`src/rtl/spa_pkg.sv`:
```
// Package for the sparse polynomial adder: store depth, index widths,
// action codes, state machine states and the transaction payload structs.
// No dependencies.
package spa_pkg;

    localparam int DEPTH = 16;
    localparam int IDX_W = (DEPTH > 1) ? $clog2(DEPTH) : 1;
    localparam int CNT_W = $clog2(DEPTH + 1);

    typedef enum logic [1:0] {
        ACT_LOAD_A = 2'd0,
        ACT_LOAD_B = 2'd1,
        ACT_RUN    = 2'd2
    } t_action;

    typedef enum logic [1:0] {
        S_IDLE,
        S_FETCH,
        S_MERGE,
        S_FINISH
    } t_state;

    typedef struct packed {
        logic [1:0]         action;
        logic signed [31:0] term_coef;
        logic [15:0]        term_exp;
    } t_in_item;

    typedef struct packed {
        logic signed [32:0] sum_coef;
        logic [15:0]        sum_exp;
        logic               last;
        logic               empty_res;
        logic               overflow;
    } t_out_item;

    typedef struct packed {
        logic signed [31:0] coef;
        logic [15:0]        exp;
    } t_term;

    typedef struct packed {
        logic [CNT_W-1:0] count_a;
        logic [CNT_W-1:0] count_b;
        logic             dropped;
    } t_store_stat;

    typedef struct packed {
        logic [IDX_W-1:0] idx_a;
        logic [IDX_W-1:0] idx_b;
        logic             clear;
    } t_store_cmd;

endpackage

```
`src/rtl/spa_store.sv`:
```
// Term store: a DEPTH-entry memory of (coefficient, exponent) terms with a
// fill count and a registered read port. Depends on spa_pkg.
module spa_store (
    input  logic                  i_clk,
    input  logic                  i_rst_n,
    input  logic                  i_wr_en,
    input  spa_pkg::t_term        i_wr_term,
    input  logic                  i_clear,
    input  logic [spa_pkg::IDX_W-1:0] i_rd_idx,
    output spa_pkg::t_term        o_rd_term,
    output logic [spa_pkg::CNT_W-1:0] o_count,
    output logic                  o_full
);
    import spa_pkg::*;

    t_term            r_mem [DEPTH];
    t_term            r_rd_term;
    logic [CNT_W-1:0] r_count;

    assign o_full    = (r_count == CNT_W'(DEPTH));
    assign o_count   = r_count;
    assign o_rd_term = r_rd_term;

    // Writes land at the fill count; the caller never writes a full store.
    always_ff @(posedge i_clk) begin
        if (i_wr_en) begin
            r_mem[r_count[IDX_W-1:0]] <= i_wr_term;
        end
        r_rd_term <= r_mem[i_rd_idx];
    end

    always_ff @(posedge i_clk) begin
        if (!i_rst_n) begin
            r_count <= '0;
        end else if (i_clear) begin
            r_count <= '0;
        end else if (i_wr_en) begin
            r_count <= r_count + CNT_W'(1);
        end
    end

endmodule

```
`src/rtl/spa_ctrl.sv`:
```
// Merge sequencer: walks both term stores with one shared compare and
// 33-bit add unit, holds one term back to place the last mark, and drives
// the output register. Depends on spa_pkg.
module spa_ctrl (
    input  logic                 i_clk,
    input  logic                 i_rst_n,
    input  logic                 i_start,
    input  spa_pkg::t_store_stat i_stat,
    input  spa_pkg::t_term       i_rd_a,
    input  spa_pkg::t_term       i_rd_b,
    output spa_pkg::t_store_cmd  o_cmd,
    output logic                 o_busy,
    output logic                 o_out_valid,
    input  logic                 i_out_ready,
    output spa_pkg::t_out_item   o_out_item
);
    import spa_pkg::*;

    t_state           r_state;
    t_state           n_state;
    logic [CNT_W-1:0] r_i;
    logic [CNT_W-1:0] r_j;
    t_out_item        r_hold;
    logic             r_hold_valid;
    t_out_item        r_out;
    logic             r_out_valid;

    logic               a_ok;
    logic               b_ok;
    logic               use_a;
    logic               use_b;
    logic               done;
    logic               produce;
    logic               out_free;
    logic               step_ok;
    logic               fin_ok;
    logic signed [32:0] sum;
    logic [15:0]        cand_exp;
    t_out_item          final_item;

    // Shared unit: exponent compare and one 33-bit add per merge step.
    always_comb begin
        a_ok     = (r_i < i_stat.count_a);
        b_ok     = (r_j < i_stat.count_b);
        use_a    = a_ok && (!b_ok || (i_rd_a.exp >= i_rd_b.exp));
        use_b    = b_ok && (!a_ok || (i_rd_b.exp >= i_rd_a.exp));
        sum      = (use_a ? {i_rd_a.coef[31], i_rd_a.coef} : 33'sd0)
                 + (use_b ? {i_rd_b.coef[31], i_rd_b.coef} : 33'sd0);
        cand_exp = use_a ? i_rd_a.exp : i_rd_b.exp;
        done     = !a_ok && !b_ok;
        // Paired terms that cancel are dropped.
        produce  = !done && !(use_a && use_b && (sum == 33'sd0));
        out_free = !r_out_valid || i_out_ready;
        step_ok  = (r_state == S_MERGE) && !done
                 && (!produce || !r_hold_valid || out_free);
        fin_ok   = (r_state == S_FINISH) && out_free;
    end

    always_comb begin
        if (r_hold_valid) begin
            final_item      = r_hold;
            final_item.last = 1'b1;
        end else begin
            final_item           = '0;
            final_item.last      = 1'b1;
            final_item.empty_res = 1'b1;
            final_item.overflow  = i_stat.dropped;
        end
    end

    always_comb begin
        n_state = r_state;
        unique case (r_state)
            S_IDLE:   if (i_start) n_state = S_FETCH;
            S_FETCH:  n_state = S_MERGE;
            S_MERGE: begin
                if (done) begin
                    n_state = S_FINISH;
                end else if (step_ok) begin
                    n_state = S_FETCH;
                end
            end
            S_FINISH: if (out_free) n_state = S_IDLE;
            default:  n_state = S_IDLE;
        endcase
    end

    always_comb begin
        o_busy       = (r_state != S_IDLE);
        o_cmd.idx_a  = r_i[IDX_W-1:0];
        o_cmd.idx_b  = r_j[IDX_W-1:0];
        o_cmd.clear  = fin_ok;
        o_out_valid  = r_out_valid;
        o_out_item   = r_out;
    end

    always_ff @(posedge i_clk) begin
        if (!i_rst_n) begin
            r_state      <= S_IDLE;
            r_i          <= '0;
            r_j          <= '0;
            r_hold_valid <= 1'b0;
            r_out_valid  <= 1'b0;
        end else begin
            r_state <= n_state;
            if (i_start && (r_state == S_IDLE)) begin
                r_i <= '0;
                r_j <= '0;
            end else if (step_ok) begin
                if (use_a) r_i <= r_i + CNT_W'(1);
                if (use_b) r_j <= r_j + CNT_W'(1);
            end
            if (step_ok && produce) begin
                r_hold_valid <= 1'b1;
            end else if (fin_ok) begin
                r_hold_valid <= 1'b0;
            end
            if ((step_ok && produce && r_hold_valid) || fin_ok) begin
                r_out_valid <= 1'b1;
            end else if (i_out_ready) begin
                r_out_valid <= 1'b0;
            end
        end
    end

    always_ff @(posedge i_clk) begin
        if (step_ok && produce) begin
            r_hold.sum_coef  <= sum;
            r_hold.sum_exp   <= cand_exp;
            r_hold.last      <= 1'b0;
            r_hold.empty_res <= 1'b0;
            r_hold.overflow  <= i_stat.dropped;
        end
        if (fin_ok) begin
            r_out <= final_item;
        end else if (step_ok && produce && r_hold_valid) begin
            r_out <= r_hold;
        end
    end

endmodule

```
`src/rtl/sparse_polynomial_adder.sv`:
```
// Top level of the sparse polynomial adder: input decode, overflow flag,
// two term stores and the merge sequencer. Depends on spa_pkg, spa_store
// and spa_ctrl.
//
// Usage: each input transaction carries an action. A load action appends
// one (coefficient, exponent) term to the first or second term store; it
// produces no result. Each list is expected
// in descending exponent order. A load into a full store is dropped and sets
// an overflow flag that every result of the next run reports. A run action
// merges the two lists and emits the sum term by term on the output
// channel, with last set on the final transaction; if the sum has no terms,
// one transaction with empty_res and last set is emitted. The run then
// empties both stores and clears the overflow flag. Action code 3 is
// accepted and ignored.
//
// Timing: the input is not ready while a run is in progress. Each merge step
// of a run goes through a store read state, then a compare/add state through
// the shared unit, where a step takes one term from either list or an
// equal-exponent pair from both. One result is held back so the last mark
// can be placed; a stalled receiver holds the output register and the
// sequencer simply waits. Synchronous reset empties both stores, clears the
// overflow flag and returns to idle.
module sparse_polynomial_adder (
    input  logic               i_clk,
    input  logic               i_rst_n,
    input  logic               i_in_valid,
    output logic               o_in_ready,
    input  spa_pkg::t_in_item  i_in_item,
    output logic               o_out_valid,
    input  logic               i_out_ready,
    output spa_pkg::t_out_item o_out_item
);
    import spa_pkg::*;

    logic        busy;
    logic        in_accept;
    logic        load_a;
    logic        load_b;
    logic        start;
    logic        full_a;
    logic        full_b;
    logic        r_dropped;
    t_term       wr_term;
    t_term       rd_a;
    t_term       rd_b;
    t_store_stat stat;
    t_store_cmd  cmd;

    assign o_in_ready   = !busy;
    assign in_accept    = i_in_valid && !busy;
    assign wr_term.coef = i_in_item.term_coef;
    assign wr_term.exp  = i_in_item.term_exp;

    // Decode the action of an accepted transaction.
    always_comb begin
        load_a = 1'b0;
        load_b = 1'b0;
        start  = 1'b0;
        if (in_accept) begin
            unique case (i_in_item.action)
                ACT_LOAD_A: load_a = 1'b1;
                ACT_LOAD_B: load_b = 1'b1;
                ACT_RUN:    start  = 1'b1;
                default:    ;
            endcase
        end
    end

    // The overflow flag latches any dropped load until the run finishes.
    always_ff @(posedge i_clk) begin
        if (!i_rst_n) begin
            r_dropped <= 1'b0;
        end else if (cmd.clear) begin
            r_dropped <= 1'b0;
        end else if ((load_a && full_a) || (load_b && full_b)) begin
            r_dropped <= 1'b1;
        end
    end

    assign stat.dropped = r_dropped;

    spa_store u_store_a (
        .i_clk     (i_clk),
        .i_rst_n   (i_rst_n),
        .i_wr_en   (load_a && !full_a),
        .i_wr_term (wr_term),
        .i_clear   (cmd.clear),
        .i_rd_idx  (cmd.idx_a),
        .o_rd_term (rd_a),
        .o_count   (stat.count_a),
        .o_full    (full_a)
    );

    spa_store u_store_b (
        .i_clk     (i_clk),
        .i_rst_n   (i_rst_n),
        .i_wr_en   (load_b && !full_b),
        .i_wr_term (wr_term),
        .i_clear   (cmd.clear),
        .i_rd_idx  (cmd.idx_b),
        .o_rd_term (rd_b),
        .o_count   (stat.count_b),
        .o_full    (full_b)
    );

    spa_ctrl u_ctrl (
        .i_clk       (i_clk),
        .i_rst_n     (i_rst_n),
        .i_start     (start),
        .i_stat      (stat),
        .i_rd_a      (rd_a),
        .i_rd_b      (rd_b),
        .o_cmd       (cmd),
        .o_busy      (busy),
        .o_out_valid (o_out_valid),
        .i_out_ready (i_out_ready),
        .o_out_item  (o_out_item)
    );

endmodule

```
`config.mk`:
```
export PLATFORM = sky130hd
export DESIGN_NAME = sparse_polynomial_adder
export DESIGN_NICKNAME = d
export VERILOG_FILES = /design/src/rtl/spa_pkg.sv /design/src/rtl/spa_store.sv /design/src/rtl/spa_ctrl.sv /design/src/rtl/sparse_polynomial_adder.sv
export SDC_FILE = /design/constraint.sdc
export NUM_CORES = 2
export LEC_CHECK = 0
export ABC_AREA = 1
export BUFFER_PORTS_ARGS = -buffer_cell sky130_fd_sc_hd__buf_2
export CAP_MARGIN = 5
export CORE_MARGIN = 2
export CORE_UTILIZATION = 28
export CTS_BUF_LIST = sky130_fd_sc_hd__clkbuf_16
export DETAILED_ROUTE_END_ITERATION = 7
export SYNTH_ARGS = -nofsm -noshare
export SYNTH_HDL_FRONTEND = slang
export SYNTH_HIERARCHICAL = 1
export SYNTH_SLANG_ARGS = --single-unit
```
`constraint.sdc`:
```
create_clock -name i_clk -period 16 [get_ports i_clk]
set_input_delay 0.8 -clock i_clk [delete_from_list [all_inputs] [get_ports i_clk]]
set_output_delay 0.8 -clock i_clk [all_outputs]
set_load 0.1 [all_outputs]
```
==> run summary <==
The flow ran to the end, and the final reports show no timing, DRC or antenna violations. The most used flip-flop cell after synthesis is edfxtp_1. A synthesized cell averages 10.10 sq um.

Among cell families on the critical path, the largest total delay comes from simple AND/OR/NAND/NOR gates. The total core area is 272,900 sq um. The post-cts resize count came out at 0. The post-CTS setup repair buffer count is 0.

Yosys printed 6 warnings. The largest incremental delay on the critical path came out at 0.72 ns. The maximum number of pins on one net before global-route repair came out at 181. The startpoint of the worst register-to-register path is u_ctrl/r_i[2]. In this run the number of H-tree levels came out at 4. Net switching is 20.83% of the power. The maximum net fanout on the critical path came out at 52. The sequential element share of the synthesized area came out at 67.31%. The critical path is of the reg -> reg type. The worst hold path terminates at u_ctrl/o_out_valid. The fraction of layout instances using a drive strength above 1 came out at 6.478%.

From synthesis to final layout, the design area changed by 12.93%. The number of buffers between clock root and the deepest sink is 3. Setup repair after global routing left no endpoint under its margin.

In this run, flip-flops and latches consume 53.9% of the power. For the final database, setup skew stands at 0.05005 ns. The final cell utilization of the core came out at 31.73%. The worst path uses 37.09% of the clock period. The slowest stage of the critical path is the dfxtp_4 cell.

The relative slew slack came out at 13.59%. Summing all multi-input logic gate instances after layout gives 17,830 sq um. At the end of routability-driven placement, the weighted congestion stood at 0.8700. The area of the mapped netlist is 76,670 sq um. The HPWL after detailed placement came out at 126,800 um.

The register-to-register path setup slack came out at 10.07 ns. Measured in cells, the most critical reg-to-reg path has a length of 25. The number of pins exceeding their max-slew limit in the final report came to 0. The area share of the leading cell type in the synthesized netlist is 64.15%. The commonest cells after synthesis are nand2_1 (2,332), edfxtp_1 (1,638), inv_1 (1,467), nand3_1 (1,212), nor2_1 (219).

Clock tree synthesis selected as its root buffer the cell clkbuf_16. TritonCTS created 184 clock buffers. Summed over all cells, the static leakage comes to 0.03653 uW. In the final layout, flip-flops and latches occupy 51,640 sq um. The highest signal layer in the routed design is met5. The worst-margin pin slew is 1.293 ns. The filler cell count is 27,370. The vias after detailed routing is 52,200.

In this run the count of I/O pins placed on the die edge is 108. Summed over all nets, wire length on met2 after detailed routing comes to 105,200 um. The count of buffers from port buffering is 107.

The portion of total power attributed to the clock network came out at 44.2%. The first global-routing pass estimated 325,900 um of wire. Once placement finished, the instance area stood at 80,660 sq um. The synthesized design spends more area on one cell type than any other, namely edfxtp_1.

The effective utilization at floorplan is 28.10%. The overall track demand over capacity in global routing is 15.72%. The fmax is 0.1685 GHz.

Setup violations remaining at the end of the flow were counted as 0. The number of buffers and inverters on the critical path came out at 1. The relative contribution of combinational cells to total power is 1.9%. The power density normalized to cell area is 108.1 nW/um^2. The share of synthesized registers carrying an async set or reset came out at 0%. The total wire length is 225,000 um. The number of antenna violations at the first check in global routing is 35. In this run the power spent charging and discharging nets is 1949 uW.

The die span in x came out at 527.3 um. The total number of nets in the final design is 7,743. For this block, the initial DRC count from the detailed router was 5,714. The number of synthesized register bits is 1,759. The max-cap check violation count is 0.

The clock-pin transition on the worst setup and hold timing paths came out at 0.06 ns. The site row count is 192. The cell seen most often among critical-path stages is nand2_1.

Before antenna repair, the detailed router went through 6 iterations. The worst setup path is launched from a flip-flop. The number of flops mapped to enable cells by yosys came out at 1,638. The number of routed nets with antenna violations is 0. The required time at the worst-slack endpoint is 16.45 ns. The finished cells cover 86,590 sq um. The worst slack at placement is 10.18 ns. In this run the critical register-to-register path is captured at u_ctrl/o_out_item[20]. The met3 wirelength from detailed routing is 17,610 um.

Adding up every negative setup slack in the final design gives 0 ns. The number of hold buffers added after CTS was 0. TritonCTS built the clock tree. For this run, design rule violations remaining after detail routing come to 0.

The worst supply voltage drop on vdd is 89.21 uV. The number of global-route vias before repair came to 49,160. The floorplan step defined a die boundary enclosing 278,000 sq um.

The classification of the worst-slack hold path is in -> reg. In the final routing, the length of wire on met1 measures 93,780 um. After global routing the overflow that remains totals 0. The number of clock sinks came out at 1,759. The number of nets produced by synthesis is 7,718. Counting instances, the worst hold path has a depth of 3. The final worst hold slack is 0.3162 ns.

The worst setup path is captured at a flip-flop. The number of vias per cell is 4.587. The y dimension of the die came out at 527.3 um.

Sorting the synthesized cells by area gives the leading types as edfxtp_1 (64%), nand2_1 (11%), nand3_1 (7.9%). The internal power came out at 7408 uW. The number of hold-slack violations in the final timing report was 0.

The distinct cell type count after synthesis came out at 34. The worst path meets setup with 10.07 ns of slack. Dividing the detail-routed wire length by the instance count gives 19.77 um. The most common cell in the synthesized netlist is nand2_1. Data on the critical path arrives at its endpoint at 6.38 ns. The clock latency on the worst-skew pair is 0.84 ns. The count of mapped cells out of synthesis is 7,595. The time the worst path needs with I/O delays and setup is 5.935 ns. In this run the most critical hold path is launched from i_rst_n.
## placed cells by master, fill, tap and decap left out, drive strengths merged
master	instances
and2	1
a21o	2
nor2	227
a21oi	55
buf	183
nand2	2341
o21ai	38
o21bai	2
clkinvlp	1
nor3	15
edfxtp	1638
nand3b	10
clkinv	88
mux2	1
clkbuf	186
or2	2
bufinv	13
nand3	1213
inv	1535
xnor2	4
fa	1
diode	12
nor4	3
ha	68
xor2	5
dfxtp	121
nand4	27
## tightest hold or removal path, cell delays in order
cell and delay (ns):
buf_2 0.17, nand2_1 0.09, inv_1 0.04
## metal layers
metal  track usage (%)  vias to the layer above
met5                 0                        -
met4             6.177                        6
met3             2.443                      414
met1             20.88                    25270
met2             25.65                     2125
li1                  -                    24380
## area by class of cell
class	count	share of cell area [%]
inverters	1477	6.452
multi-input cells	4015	20.59
clock inverters	160	1.432
repair buffers	183	1.292
well taps	3589	5.186
clock buffers	186	5.375
flip-flops and latches	1759	59.64
diodes	12	0.03468
## flip-flops by register name, indices dropped and copies added, names as in the netlist, 48 cells and up
register and count:
u_store_a/r_mem 768, u_store_b/r_mem 768, u_ctrl/o_out_item 52, u_store_a/o_rd_term 48
u_ctrl/r_hold 50, u_store_b/o_rd_term 48
## worst max-delay path by stage
stage,startpoint,end,slack (ns),cells after the start
after floorplan,u_store_b/o_count[2],u_ctrl/o_out_item[0],10.90,26
after global placement,u_ctrl/r_i[2],u_ctrl/o_out_item[20],10.18,23
after detailed placement,u_ctrl/r_i[2],u_ctrl/o_out_item[23],10.18,23
after CTS,u_ctrl/r_i[2],u_ctrl/o_out_item[23],10.14,23
after global routing,u_ctrl/r_i[2],u_ctrl/o_out_item[20],9.71,23
final,u_ctrl/r_i[2],u_ctrl/o_out_item[20],10.07,25
## per-stage QoR
step / power, uW / cells
after floorplan: 5216 / 7595
after global placement: 5315 / 11020
after detailed placement: 5321 / 11020
after CTS: 9434 / 11370
after global routing: 9633 / 11380
final: 9357 / 11380
## power groups by stage
stage	Combinational, uW	Sequential (uW)	Clock, uW
after global placement	172	5140	0
final	177	5050	4130
after global routing	197	5050	4390
after CTS	178	5050	4210
after detailed placement	177	5140	0
after floorplan	71.2	5140	0
## cells by family after synthesis
| family | synth area share, % |
|---|---|
| adders and majority gates | 1.136 |
| buffers and inverters | 9.759 |
| DFF | 67.31 |
| muxes | 0.01469 |
| xor gates and xnor gates | 0.1028 |
| AOI/OAI and AO/OA | 0.6462 |
| and+or+nand+nor | 21.03 |
No activity file was read; power rests on OpenSTA's default activity.
